[src/design/utd_pkg.sv]
`timescale 1ns / 1ps
// ----------------------------------------------------------------------------
// utd_pkg: shared types and constants for the UTF-8 to UTF-16 decoder
// Word types for both channels, the result bundle between the decode core
// and the output buffer, and the byte and code unit constants.
// ----------------------------------------------------------------------------
package utd_pkg;

  // input word: one UTF-8 byte with string framing flags
  typedef struct packed {
    logic [7:0] data_byte;
    logic       string_start;
    logic       string_end;
  } in_word_t;

  // output word: one UTF-16 code unit
  typedef struct packed {
    logic [15:0] code_unit;
    logic        run_last;
  } out_word_t;

  // results of one decoded byte, handed to the output buffer
  typedef struct packed {
    logic [1:0] cnt;
    out_word_t  unit0;
    out_word_t  unit1;
  } res_t;

  // byte order mark bytes
  localparam logic [7:0] BOM_B0 = 8'hEF;
  localparam logic [7:0] BOM_B1 = 8'hBB;
  localparam logic [7:0] BOM_B2 = 8'hBF;

  // lead byte thresholds
  localparam logic [7:0] LEAD_ASCII_LIM = 8'h80;
  localparam logic [7:0] LEAD_4B        = 8'hF0;
  localparam logic [7:0] LEAD_3B        = 8'hE0;
  localparam logic [7:0] LEAD_2B        = 8'hC0;

  // payload masks
  localparam logic [7:0] MASK_4B   = 8'h07;
  localparam logic [7:0] MASK_3B   = 8'h0F;
  localparam logic [7:0] MASK_2B   = 8'h1F;
  localparam logic [7:0] MASK_CONT = 8'h3F;

  // surrogate construction
  localparam logic [20:0] SUPP_BASE = 21'h10000;
  localparam logic [15:0] SURR_HI   = 16'hD800;
  localparam logic [15:0] SURR_LO   = 16'hDC00;
  localparam logic [9:0]  SURR_MASK = 10'h3FF;

  // sequence sizes (continuation bytes after the lead)
  localparam logic [1:0] SEQ_NONE = 2'd0;
  localparam logic [1:0] SEQ_2B   = 2'd1;
  localparam logic [1:0] SEQ_3B   = 2'd2;
  localparam logic [1:0] SEQ_4B   = 2'd3;

  // string position saturation
  localparam logic [1:0] POS_MAX = 2'd3;

endpackage

[src/design/utd_core.sv]
`timescale 1ns / 1ps
// ----------------------------------------------------------------------------
// utd_core: decode state and per-byte decode logic
// Holds the sequence accumulator and byte order mark tracking, decodes the
// registered input byte and produces zero, one or two code units.
// ----------------------------------------------------------------------------
module utd_core (
  input  logic            clk,
  input  logic            rst_n,
  input  logic            item_vld,
  input  utd_pkg::in_word_t item,
  input  logic            can_load,
  output logic            advance,
  output logic            load,
  output utd_pkg::res_t   res
);

  logic [1:0]  pend_r, pend_nxt;
  logic [20:0] pval_r, pval_nxt;
  logic [1:0]  size_r, size_nxt;
  logic [1:0]  pos_r,  pos_nxt;
  logic        mark_r, mark_nxt;

  // decode one byte against the current state
  always_comb begin
    logic [7:0]  b;
    logic [1:0]  pend, size, pos, pend_dec;
    logic [20:0] pval, cont, cp, v;
    logic        mark;

    b    = item.data_byte;
    // string start discards any partial state first
    pend = item.string_start ? 2'd0  : pend_r;
    pval = item.string_start ? 21'd0 : pval_r;
    size = item.string_start ? utd_pkg::SEQ_NONE : size_r;
    pos  = item.string_start ? 2'd0  : pos_r;
    mark = item.string_start ? 1'b0  : mark_r;

    res      = '0;
    pend_nxt = pend;
    pval_nxt = pval;
    size_nxt = size;
    pend_dec = pend - 2'd1;
    cont     = 21'd0;
    cp       = 21'd0;
    v        = 21'd0;

    // byte order mark tracking over the first three bytes
    unique case (pos)
      2'd0:    mark_nxt = (b == utd_pkg::BOM_B0);
      2'd1:    mark_nxt = mark && (b == utd_pkg::BOM_B1);
      2'd2:    mark_nxt = mark && (b == utd_pkg::BOM_B2);
      default: mark_nxt = 1'b0;
    endcase
    pos_nxt = (pos < utd_pkg::POS_MAX) ? pos + 2'd1 : utd_pkg::POS_MAX;

    if (pend == 2'd0) begin
      // lead byte
      priority if (b < utd_pkg::LEAD_ASCII_LIM) begin
        res.cnt             = 2'd1;
        res.unit0.code_unit = {8'h00, b};
        res.unit0.run_last  = 1'b1;
      end else if (b >= utd_pkg::LEAD_4B) begin
        pval_nxt = {b[2:0] & utd_pkg::MASK_4B[2:0], 18'd0};
        pend_nxt = 2'd3;
        size_nxt = utd_pkg::SEQ_4B;
      end else if (b >= utd_pkg::LEAD_3B) begin
        pval_nxt = {5'd0, b[3:0] & utd_pkg::MASK_3B[3:0], 12'd0};
        pend_nxt = 2'd2;
        size_nxt = utd_pkg::SEQ_3B;
      end else if (b >= utd_pkg::LEAD_2B) begin
        pval_nxt = {10'd0, b[4:0] & utd_pkg::MASK_2B[4:0], 6'd0};
        pend_nxt = 2'd1;
        size_nxt = utd_pkg::SEQ_2B;
      end else begin
        // stray continuation byte: nothing
      end
    end else begin
      // continuation byte: six payload bits into place
      unique case (pend_dec)
        2'd2:    cont = {3'd0, b[5:0] & utd_pkg::MASK_CONT[5:0], 12'd0};
        2'd1:    cont = {9'd0, b[5:0] & utd_pkg::MASK_CONT[5:0], 6'd0};
        2'd0:    cont = {15'd0, b[5:0] & utd_pkg::MASK_CONT[5:0]};
        default: cont = {b[2:0], 18'd0};
      endcase
      pend_nxt = pend_dec;
      pval_nxt = pval | cont;
      if (pend_dec == 2'd0) begin
        cp = pval | cont;
        v  = cp - utd_pkg::SUPP_BASE;
        priority if (size == utd_pkg::SEQ_4B && cp >= utd_pkg::SUPP_BASE) begin
          res.cnt             = 2'd2;
          res.unit0.code_unit = utd_pkg::SURR_HI | {5'd0, v[20:10]};
          res.unit0.run_last  = 1'b0;
          res.unit1.code_unit = utd_pkg::SURR_LO | {6'd0, v[9:0] & utd_pkg::SURR_MASK};
          res.unit1.run_last  = 1'b1;
        end else if (size == utd_pkg::SEQ_3B && pos == 2'd2 && mark_nxt &&
                     !item.string_end) begin
          // byte order mark at string start is dropped
        end else begin
          res.cnt             = 2'd1;
          res.unit0.code_unit = cp[15:0];
          res.unit0.run_last  = 1'b1;
        end
        pval_nxt = 21'd0;
        size_nxt = utd_pkg::SEQ_NONE;
      end
    end

    // string end clears everything, including a cut-off sequence
    if (item.string_end) begin
      pend_nxt = 2'd0;
      pval_nxt = 21'd0;
      size_nxt = utd_pkg::SEQ_NONE;
      pos_nxt  = 2'd0;
      mark_nxt = 1'b0;
    end
  end

  // a byte with no result moves on regardless of the output side
  assign advance = item_vld && ((res.cnt == 2'd0) || can_load);
  assign load    = advance && (res.cnt != 2'd0);

  // decode state
  always_ff @(posedge clk) begin
    if (!rst_n) begin
      pend_r <= 2'd0;
      pval_r <= 21'd0;
      size_r <= utd_pkg::SEQ_NONE;
      pos_r  <= 2'd0;
      mark_r <= 1'b0;
    end else if (advance) begin
      pend_r <= pend_nxt;
      pval_r <= pval_nxt;
      size_r <= size_nxt;
      pos_r  <= pos_nxt;
      mark_r <= mark_nxt;
    end
  end

endmodule

[src/design/utd_outbuf.sv]
`timescale 1ns / 1ps
// ----------------------------------------------------------------------------
// utd_outbuf: two-slot result register
// Holds the one or two code units of a byte and hands them out one word
// per cycle while out_ready is high; takes new results as soon as it empties in the same cycle.
// ----------------------------------------------------------------------------
module utd_outbuf (
  input  logic               clk,
  input  logic               rst_n,
  input  logic               load,
  input  utd_pkg::res_t      res,
  output logic               can_load,
  output logic               out_valid,
  input  logic               out_ready,
  output utd_pkg::out_word_t out_data
);

  logic [1:0]         cnt_r, cnt_nxt;
  utd_pkg::out_word_t slot0_r, slot0_nxt;
  utd_pkg::out_word_t slot1_r, slot1_nxt;
  logic               pop;

  assign out_valid = (cnt_r != 2'd0);
  assign out_data  = slot0_r;
  assign pop       = out_valid && out_ready;
  assign can_load  = (cnt_r == 2'd0) || ((cnt_r == 2'd1) && out_ready);

  // load replaces the buffer, pop shifts the second slot down
  always_comb begin
    cnt_nxt   = cnt_r;
    slot0_nxt = slot0_r;
    slot1_nxt = slot1_r;
    if (load) begin
      cnt_nxt   = res.cnt;
      slot0_nxt = res.unit0;
      slot1_nxt = res.unit1;
    end else if (pop) begin
      cnt_nxt   = cnt_r - 2'd1;
      slot0_nxt = slot1_r;
    end
  end

  always_ff @(posedge clk) begin
    if (!rst_n) begin
      cnt_r <= 2'd0;
    end else begin
      cnt_r <= cnt_nxt;
    end
  end

  always_ff @(posedge clk) begin
    slot0_r <= slot0_nxt;
    slot1_r <= slot1_nxt;
  end

endmodule

[src/design/utf8_to_utf16_decoder.sv]
`timescale 1ns / 1ps
// A byte accepted into the input register is decoded and its code units land in the result register.
// Throughput: one byte per cycle while out_ready is high; a surrogate pair holds the output for both units.
// Set by the two-slot result register, which emits one code unit per cycle while out_ready is high.
// Reset (rst_n low, synchronous) empties the input and result registers and
// clears all decode state; the first byte after reset starts a new string.
// ----------------------------------------------------------------------------
// utf8_to_utf16_decoder: UTF-8 byte stream to UTF-16 code units
// Input register, single-pass decode core and two-slot result register.
// ----------------------------------------------------------------------------
module utf8_to_utf16_decoder (
  input  logic               clk,
  input  logic               rst_n,
  input  logic               in_valid,
  output logic               in_ready,
  input  utd_pkg::in_word_t  in_data,
  output logic               out_valid,
  input  logic               out_ready,
  output utd_pkg::out_word_t out_data
);

  logic              in_vld_r;
  utd_pkg::in_word_t in_word_r;
  logic              advance;
  logic              load;
  logic              can_load;
  utd_pkg::res_t     res;

  assign in_ready = !in_vld_r || advance;

  // input word register
  always_ff @(posedge clk) begin
    if (!rst_n) begin
      in_vld_r <= 1'b0;
    end else if (in_valid && in_ready) begin
      in_vld_r <= 1'b1;
    end else if (advance) begin
      in_vld_r <= 1'b0;
    end
  end

  always_ff @(posedge clk) begin
    if (in_valid && in_ready) begin
      in_word_r <= in_data;
    end
  end

  utd_core u_core (
    .clk      (clk),
    .rst_n    (rst_n),
    .item_vld (in_vld_r),
    .item     (in_word_r),
    .can_load (can_load),
    .advance  (advance),
    .load     (load),
    .res      (res)
  );

  utd_outbuf u_outbuf (
    .clk       (clk),
    .rst_n     (rst_n),
    .load      (load),
    .res       (res),
    .can_load  (can_load),
    .out_valid (out_valid),
    .out_ready (out_ready),
    .out_data  (out_data)
  );

endmodule
[config.mk]
export PLATFORM = sky130hd
export DESIGN_NAME = utf8_to_utf16_decoder
export DESIGN_NICKNAME = d
export VERILOG_FILES = /design/src/design/utd_pkg.sv /design/src/design/utd_core.sv /design/src/design/utd_outbuf.sv /design/src/design/utf8_to_utf16_decoder.sv
export SDC_FILE = /design/constraint.sdc
export NUM_CORES = 1
export LEC_CHECK = 0
export ABC_CLOCK_PERIOD_IN_PS = 4000
export BUFFER_PORTS_ARGS = -buffer_cell sky130_fd_sc_hd__buf_4
export CELL_PAD_IN_SITES_DETAIL_PLACEMENT = 1
export CELL_PAD_IN_SITES_GLOBAL_PLACEMENT = 2
export CORE_UTILIZATION = 30
export CTS_BUF_LIST = sky130_fd_sc_hd__clkbuf_4 sky130_fd_sc_hd__clkbuf_8 sky130_fd_sc_hd__clkbuf_16
export DETAILED_ROUTE_END_ITERATION = 8
export MAX_ROUTING_LAYER = met4
export PLACE_DENSITY_LB_ADDON = 0.12
export SLEW_MARGIN = 20
export SYNTH_ARGS = -nofsm -noshare
export SYNTH_HDL_FRONTEND = slang
export SYNTH_SLANG_ARGS = --single-unit
[constraint.sdc]
create_clock -name clk -period 4 [get_ports clk]
set_input_delay 0 -clock clk [delete_from_list [all_inputs] [get_ports clk]]
set_output_delay 0 -clock clk [all_outputs]
set_load 0.05 [all_outputs]
==> results.json <==
{
  "post_route_cells_drive_above_1_share_pct": 15.7,
  "wl_per_cell_um": 20.1,
  "route.antenna.remaining_nets": 0,
  "power_density_of_the_placed_cells_mw_per_mm2": 451,
  "floorplan.core_area_mm2": 0.0122,
  "worstSetupStartpointType": "register",
  "critical_path.endpoint_type": "register",
  "max_slew.worst_pin.slew_ns": 0.723,
  "crit-reg2reg-launch": "u_core.pend_r[1]",
  "synth_cell_types": 64,
  "crit_required_ns": 4.07,
  "grt_overflow": 0,
  "skew_final_ns": 0.00622,
  "dieArea_mm2": 0.0131,
  "timing.hold.worst.class": "in2reg",
  "cts_hold_buf": 11,
  "crit_path_start": "u_core.pend_r[1]",
  "synth_area_mm2": 0.00381,
  "critical_path_arrival_ns": 3.45,
  "synth_edf_count": 38,
  "fill_cells": 1436,
  "outcome": "completed",
  "avgViaCountPerCell": 5.31,
  "synth.top_cells.by_area": "sky130_fd_sc_hd__edfxtp_1, sky130_fd_sc_hd__dfxtp_1, sky130_fd_sc_hd__a21oi_1, sky130_fd_sc_hd__nor2_1, sky130_fd_sc_hd__nor2b_1",
  "synth_top_area_share_pct": 30.0,
  "worst_ir_drop_vdd_mv": 0.269,
  "synth.cells.most_frequent": "sky130_fd_sc_hd__edfxtp_1, sky130_fd_sc_hd__nor2_1, sky130_fd_sc_hd__a21oi_1, sky130_fd_sc_hd__dfxtp_1, sky130_fd_sc_hd__nand2_1",
  "ys_warn_count": 0,
  "fin_ws_ns": 0.619,
  "drt-pass1-iter-count": 4,
  "synth_sequential_area_ratio_pct": 46.3,
  "clock-root-buffer": "sky130_fd_sc_hd__clkbuf_16",
  "dp_worst_setup_slack_ns": 0.610,
  "die_height_um": 115,
  "synth.area.mux_share_pct": 0.296,
  "groute.usage.overall_pct": 21.5,
  "syn-num-nets": 442,
  "post_synth.cell_area_avg_um2": 9.08,
  "port-buffer-count": 32,
  "max-clock-path-buffers": 2,
  "post_route_utilization_pct": 37.8,
  "max_slew_violations": 0,
  "rsz0062_at_grt": "false",
  "detailed_place_hpwl_um": 9070,
  "drv_cap": 0,
  "tns_ns": 0,
  "place_congestion": 0.839,
  "insertedDiodeCount": 0,
  "worst_r2r_endpoint": "u_outbuf.out_data[7]",
  "worst_hold_startpoint": "rst_n",
  "clock_insertion_delay_worst_skew_ns": 0.34,
  "yosys_register_bits": 69,
  "yosys.cell_count.top_type": "sky130_fd_sc_hd__edfxtp_1",
  "r2r_setup_slack_ns": 0.62,
  "layout-area-overhead-vs-synth_pct": 21.3,
  "critical_path_class": "reg2reg",
  "ys_dominant_reg_cell": "sky130_fd_sc_hd__edfxtp_1",
  "async_sr_flop_fraction_pct": 0,
  "worst_relative_slew_slack_pct": 51.7,
  "setup_viol": 0,
  "design.final.nets": 478,
  "die_width_um": 115,
  "grt_pass1_wl_um": 20200,
  "cts_setup_buffers": 0,
  "design.portCount": 33,
  "drc": 0,
  "initial_core_util_pct": 31.2,
  "first_iter_violations": 176,
  "combinational_family_with_the_most_area_after_synthesis": "compound AO/OA/AOI/OAI gates",
  "place_area_mm2": 0.00421,
  "worstPathMaxFanout": 15,
  "via_count_of_the_first_global_routing_pass": 3442,
  "cts.sink_count": 69,
  "hold-path-endpoint": "u_outbuf.cnt_r[1]",
  "antenna_found_initial": 0,
  "core.rowCount": 40,
  "fmax_mhz": 296,
  "share_of_the_synthesized_area_in_compound_gates_ao_oa_aoi_oai_pct": 22.6,
  "mapped_cells": 419,
  "yosys.area_share.simple_pct": 22.1,
  "clkSlewWorstSetupHoldPaths_ns": 0.06,
  "fin_crit_sh_pct": 84.5,
  "synth_top_cell_by_area": "sky130_fd_sc_hd__edfxtp_1",
  "via_count": 3333,
  "postCtsResizedCells": 0,
  "p_leak_nw": 1.66,
  "tritoncts_clock_tree": "yes",
  "largest_net_degree_at_the_start_of_global_routing": 27,
  "cts_inserted_buffers": 9,
  "report.final.hold_viol_count": 0,
  "ff2ff_path_depth": 9,
  "worstHoldPathCells": 3,
  "wirelength_um": 12600,
  "final_cell_area_mm2": 0.00462,
  "synthesized_area_fraction_occupied_by_adder_cells_pct": 2.96,
  "timing.final.crit_period_ns": 3.38,
  "htree_num_levels": 3,
  "synthXorXnorAreaFrac_pct": 0.690
}
==> placed cells by master (no fill, tap or decap), types with 3 or more instances in the layout <==
master                           n
sky130_fd_sc_hd__buf_4          42
sky130_fd_sc_hd__and3_1          3
sky130_fd_sc_hd__nand3_1        15
sky130_fd_sc_hd__nor2_2          3
sky130_fd_sc_hd__a21oi_1        34
sky130_fd_sc_hd__a21boi_0        7
sky130_fd_sc_hd__edfxtp_1       38
sky130_fd_sc_hd__nor2_1         35
sky130_fd_sc_hd__nor4_1          5
sky130_fd_sc_hd__and2_1         14
sky130_fd_sc_hd__a31oi_1        12
sky130_fd_sc_hd__nand2b_1        6
sky130_fd_sc_hd__nand4b_1        3
sky130_fd_sc_hd__nand2_1        28
sky130_fd_sc_hd__ha_1            9
sky130_fd_sc_hd__inv_1          16
sky130_fd_sc_hd__o21ai_0        23
sky130_fd_sc_hd__clkbuf_16       9
sky130_fd_sc_hd__a221oi_1        8
sky130_fd_sc_hd__o22ai_1        11
sky130_fd_sc_hd__nor3_1         12
sky130_fd_sc_hd__o2bb2ai_1       8
sky130_fd_sc_hd__nor2b_1        20
sky130_fd_sc_hd__dfxtp_1        31
sky130_fd_sc_hd__or3_1           3
sky130_fd_sc_hd__dlygate4sd3_1  11
==> flip-flops by register name (all words and copies together), names as in the netlist <==
register and cells:
u_core.pval_r 21, u_outbuf.out_data 17, u_outbuf.slot1_r 11, in_word_r 10, u_core.pend_r 2, u_core.pos_r 2, u_core.size_r 2, u_outbuf.cnt_r 2
in_vld_r 1, u_core.mark_r 1
==> kinds of logic (layout without fill, tap and decap cells) <==
group                    Yosys count  count (layout)
flip-flops                        69              69
AND/OR/NAND/NOR                  160             160
AO/OA/AOI/OAI                    131             131
XOR/XNOR                           3               3
multiplexers                       1               1
buffers and inverters             46              87
adder cells (fa/ha/maj)            9               9
==> worst max-delay path, cell delays in order (launching register included) <==
cell	delay, ns
sky130_fd_sc_hd__dfxtp_1	0.69
sky130_fd_sc_hd__o21ba_1	0.70
sky130_fd_sc_hd__o22ai_1	0.20
sky130_fd_sc_hd__and4bb_1	0.35
sky130_fd_sc_hd__o21ai_2	0.10
sky130_fd_sc_hd__nand3_1	0.19
sky130_fd_sc_hd__buf_4	0.22
sky130_fd_sc_hd__inv_2	0.10
sky130_fd_sc_hd__a221oi_1	0.42
sky130_fd_sc_hd__o22ai_1	0.14
==> report_power, final <==
| group | leakage (nW) | switching, mW | internal, mW | total, mW |
|---|---|---|---|---|
| Combinational | 0.912 | 0.294 | 0.127 | 0.422 |
| Clock | 0.145 | 0.307 | 0.492 | 0.800 |
| Sequential | 0.603 | 0.0437 | 0.815 | 0.858 |
| Total | 1.66 | 0.645 | 1.43 | 2.08 |
==> how the worst max path moves through the flow <==
stage / end / cells past startpoint / slack, ns
4_1_cts: u_outbuf.out_data[7] / 9 / 0.62
3_5_place_dp: u_outbuf.out_data[7] / 9 / 0.61
6_report: u_outbuf.out_data[7] / 9 / 0.62
5_1_grt: u_outbuf.out_data[1] / 12 / 0.40
2_1_floorplan: u_outbuf.out_data[0] / 13 / 0.39
3_3_place_gp: u_outbuf.out_data[7] / 9 / 0.60
==> stage by stage <==
step / power (mW) / instances / hold slack, ns
after floorplan: 1.14 / 419 / 0.0989
after global placement: 1.29 / 601 / 0.179
after detailed placement: 1.29 / 601 / 0.180
after CTS: 2.10 / 628 / 0.0429
after global routing: 2.17 / 628 / 0.0708
final: 2.08 / 628 / 0.0310
==> metal layers <==
layer | routed length (µm) | part of all wire [%] | global-route usage [%]
met1 | 6270 | 50 | 28.7
met5 | 0 | 0 | -
met3 | 383 | 3.0 | 4.08
met4 | 165 | 1.3 | 6.75
met2 | 5780 | 46 | 32.8
==> cell type report <==
type                       count  area [µm²]  area share [%]
tap                          168         210            4.55
clock buffer                  11         240            5.20
inverter                      18        67.6            1.46
timing repair buffer          53         425            9.22
clock inverter                 5        51.3            1.11
multi-input combinational    304        1860            40.3
sequential                    69        1760            38.2
(Power assumes the default switching activity.)
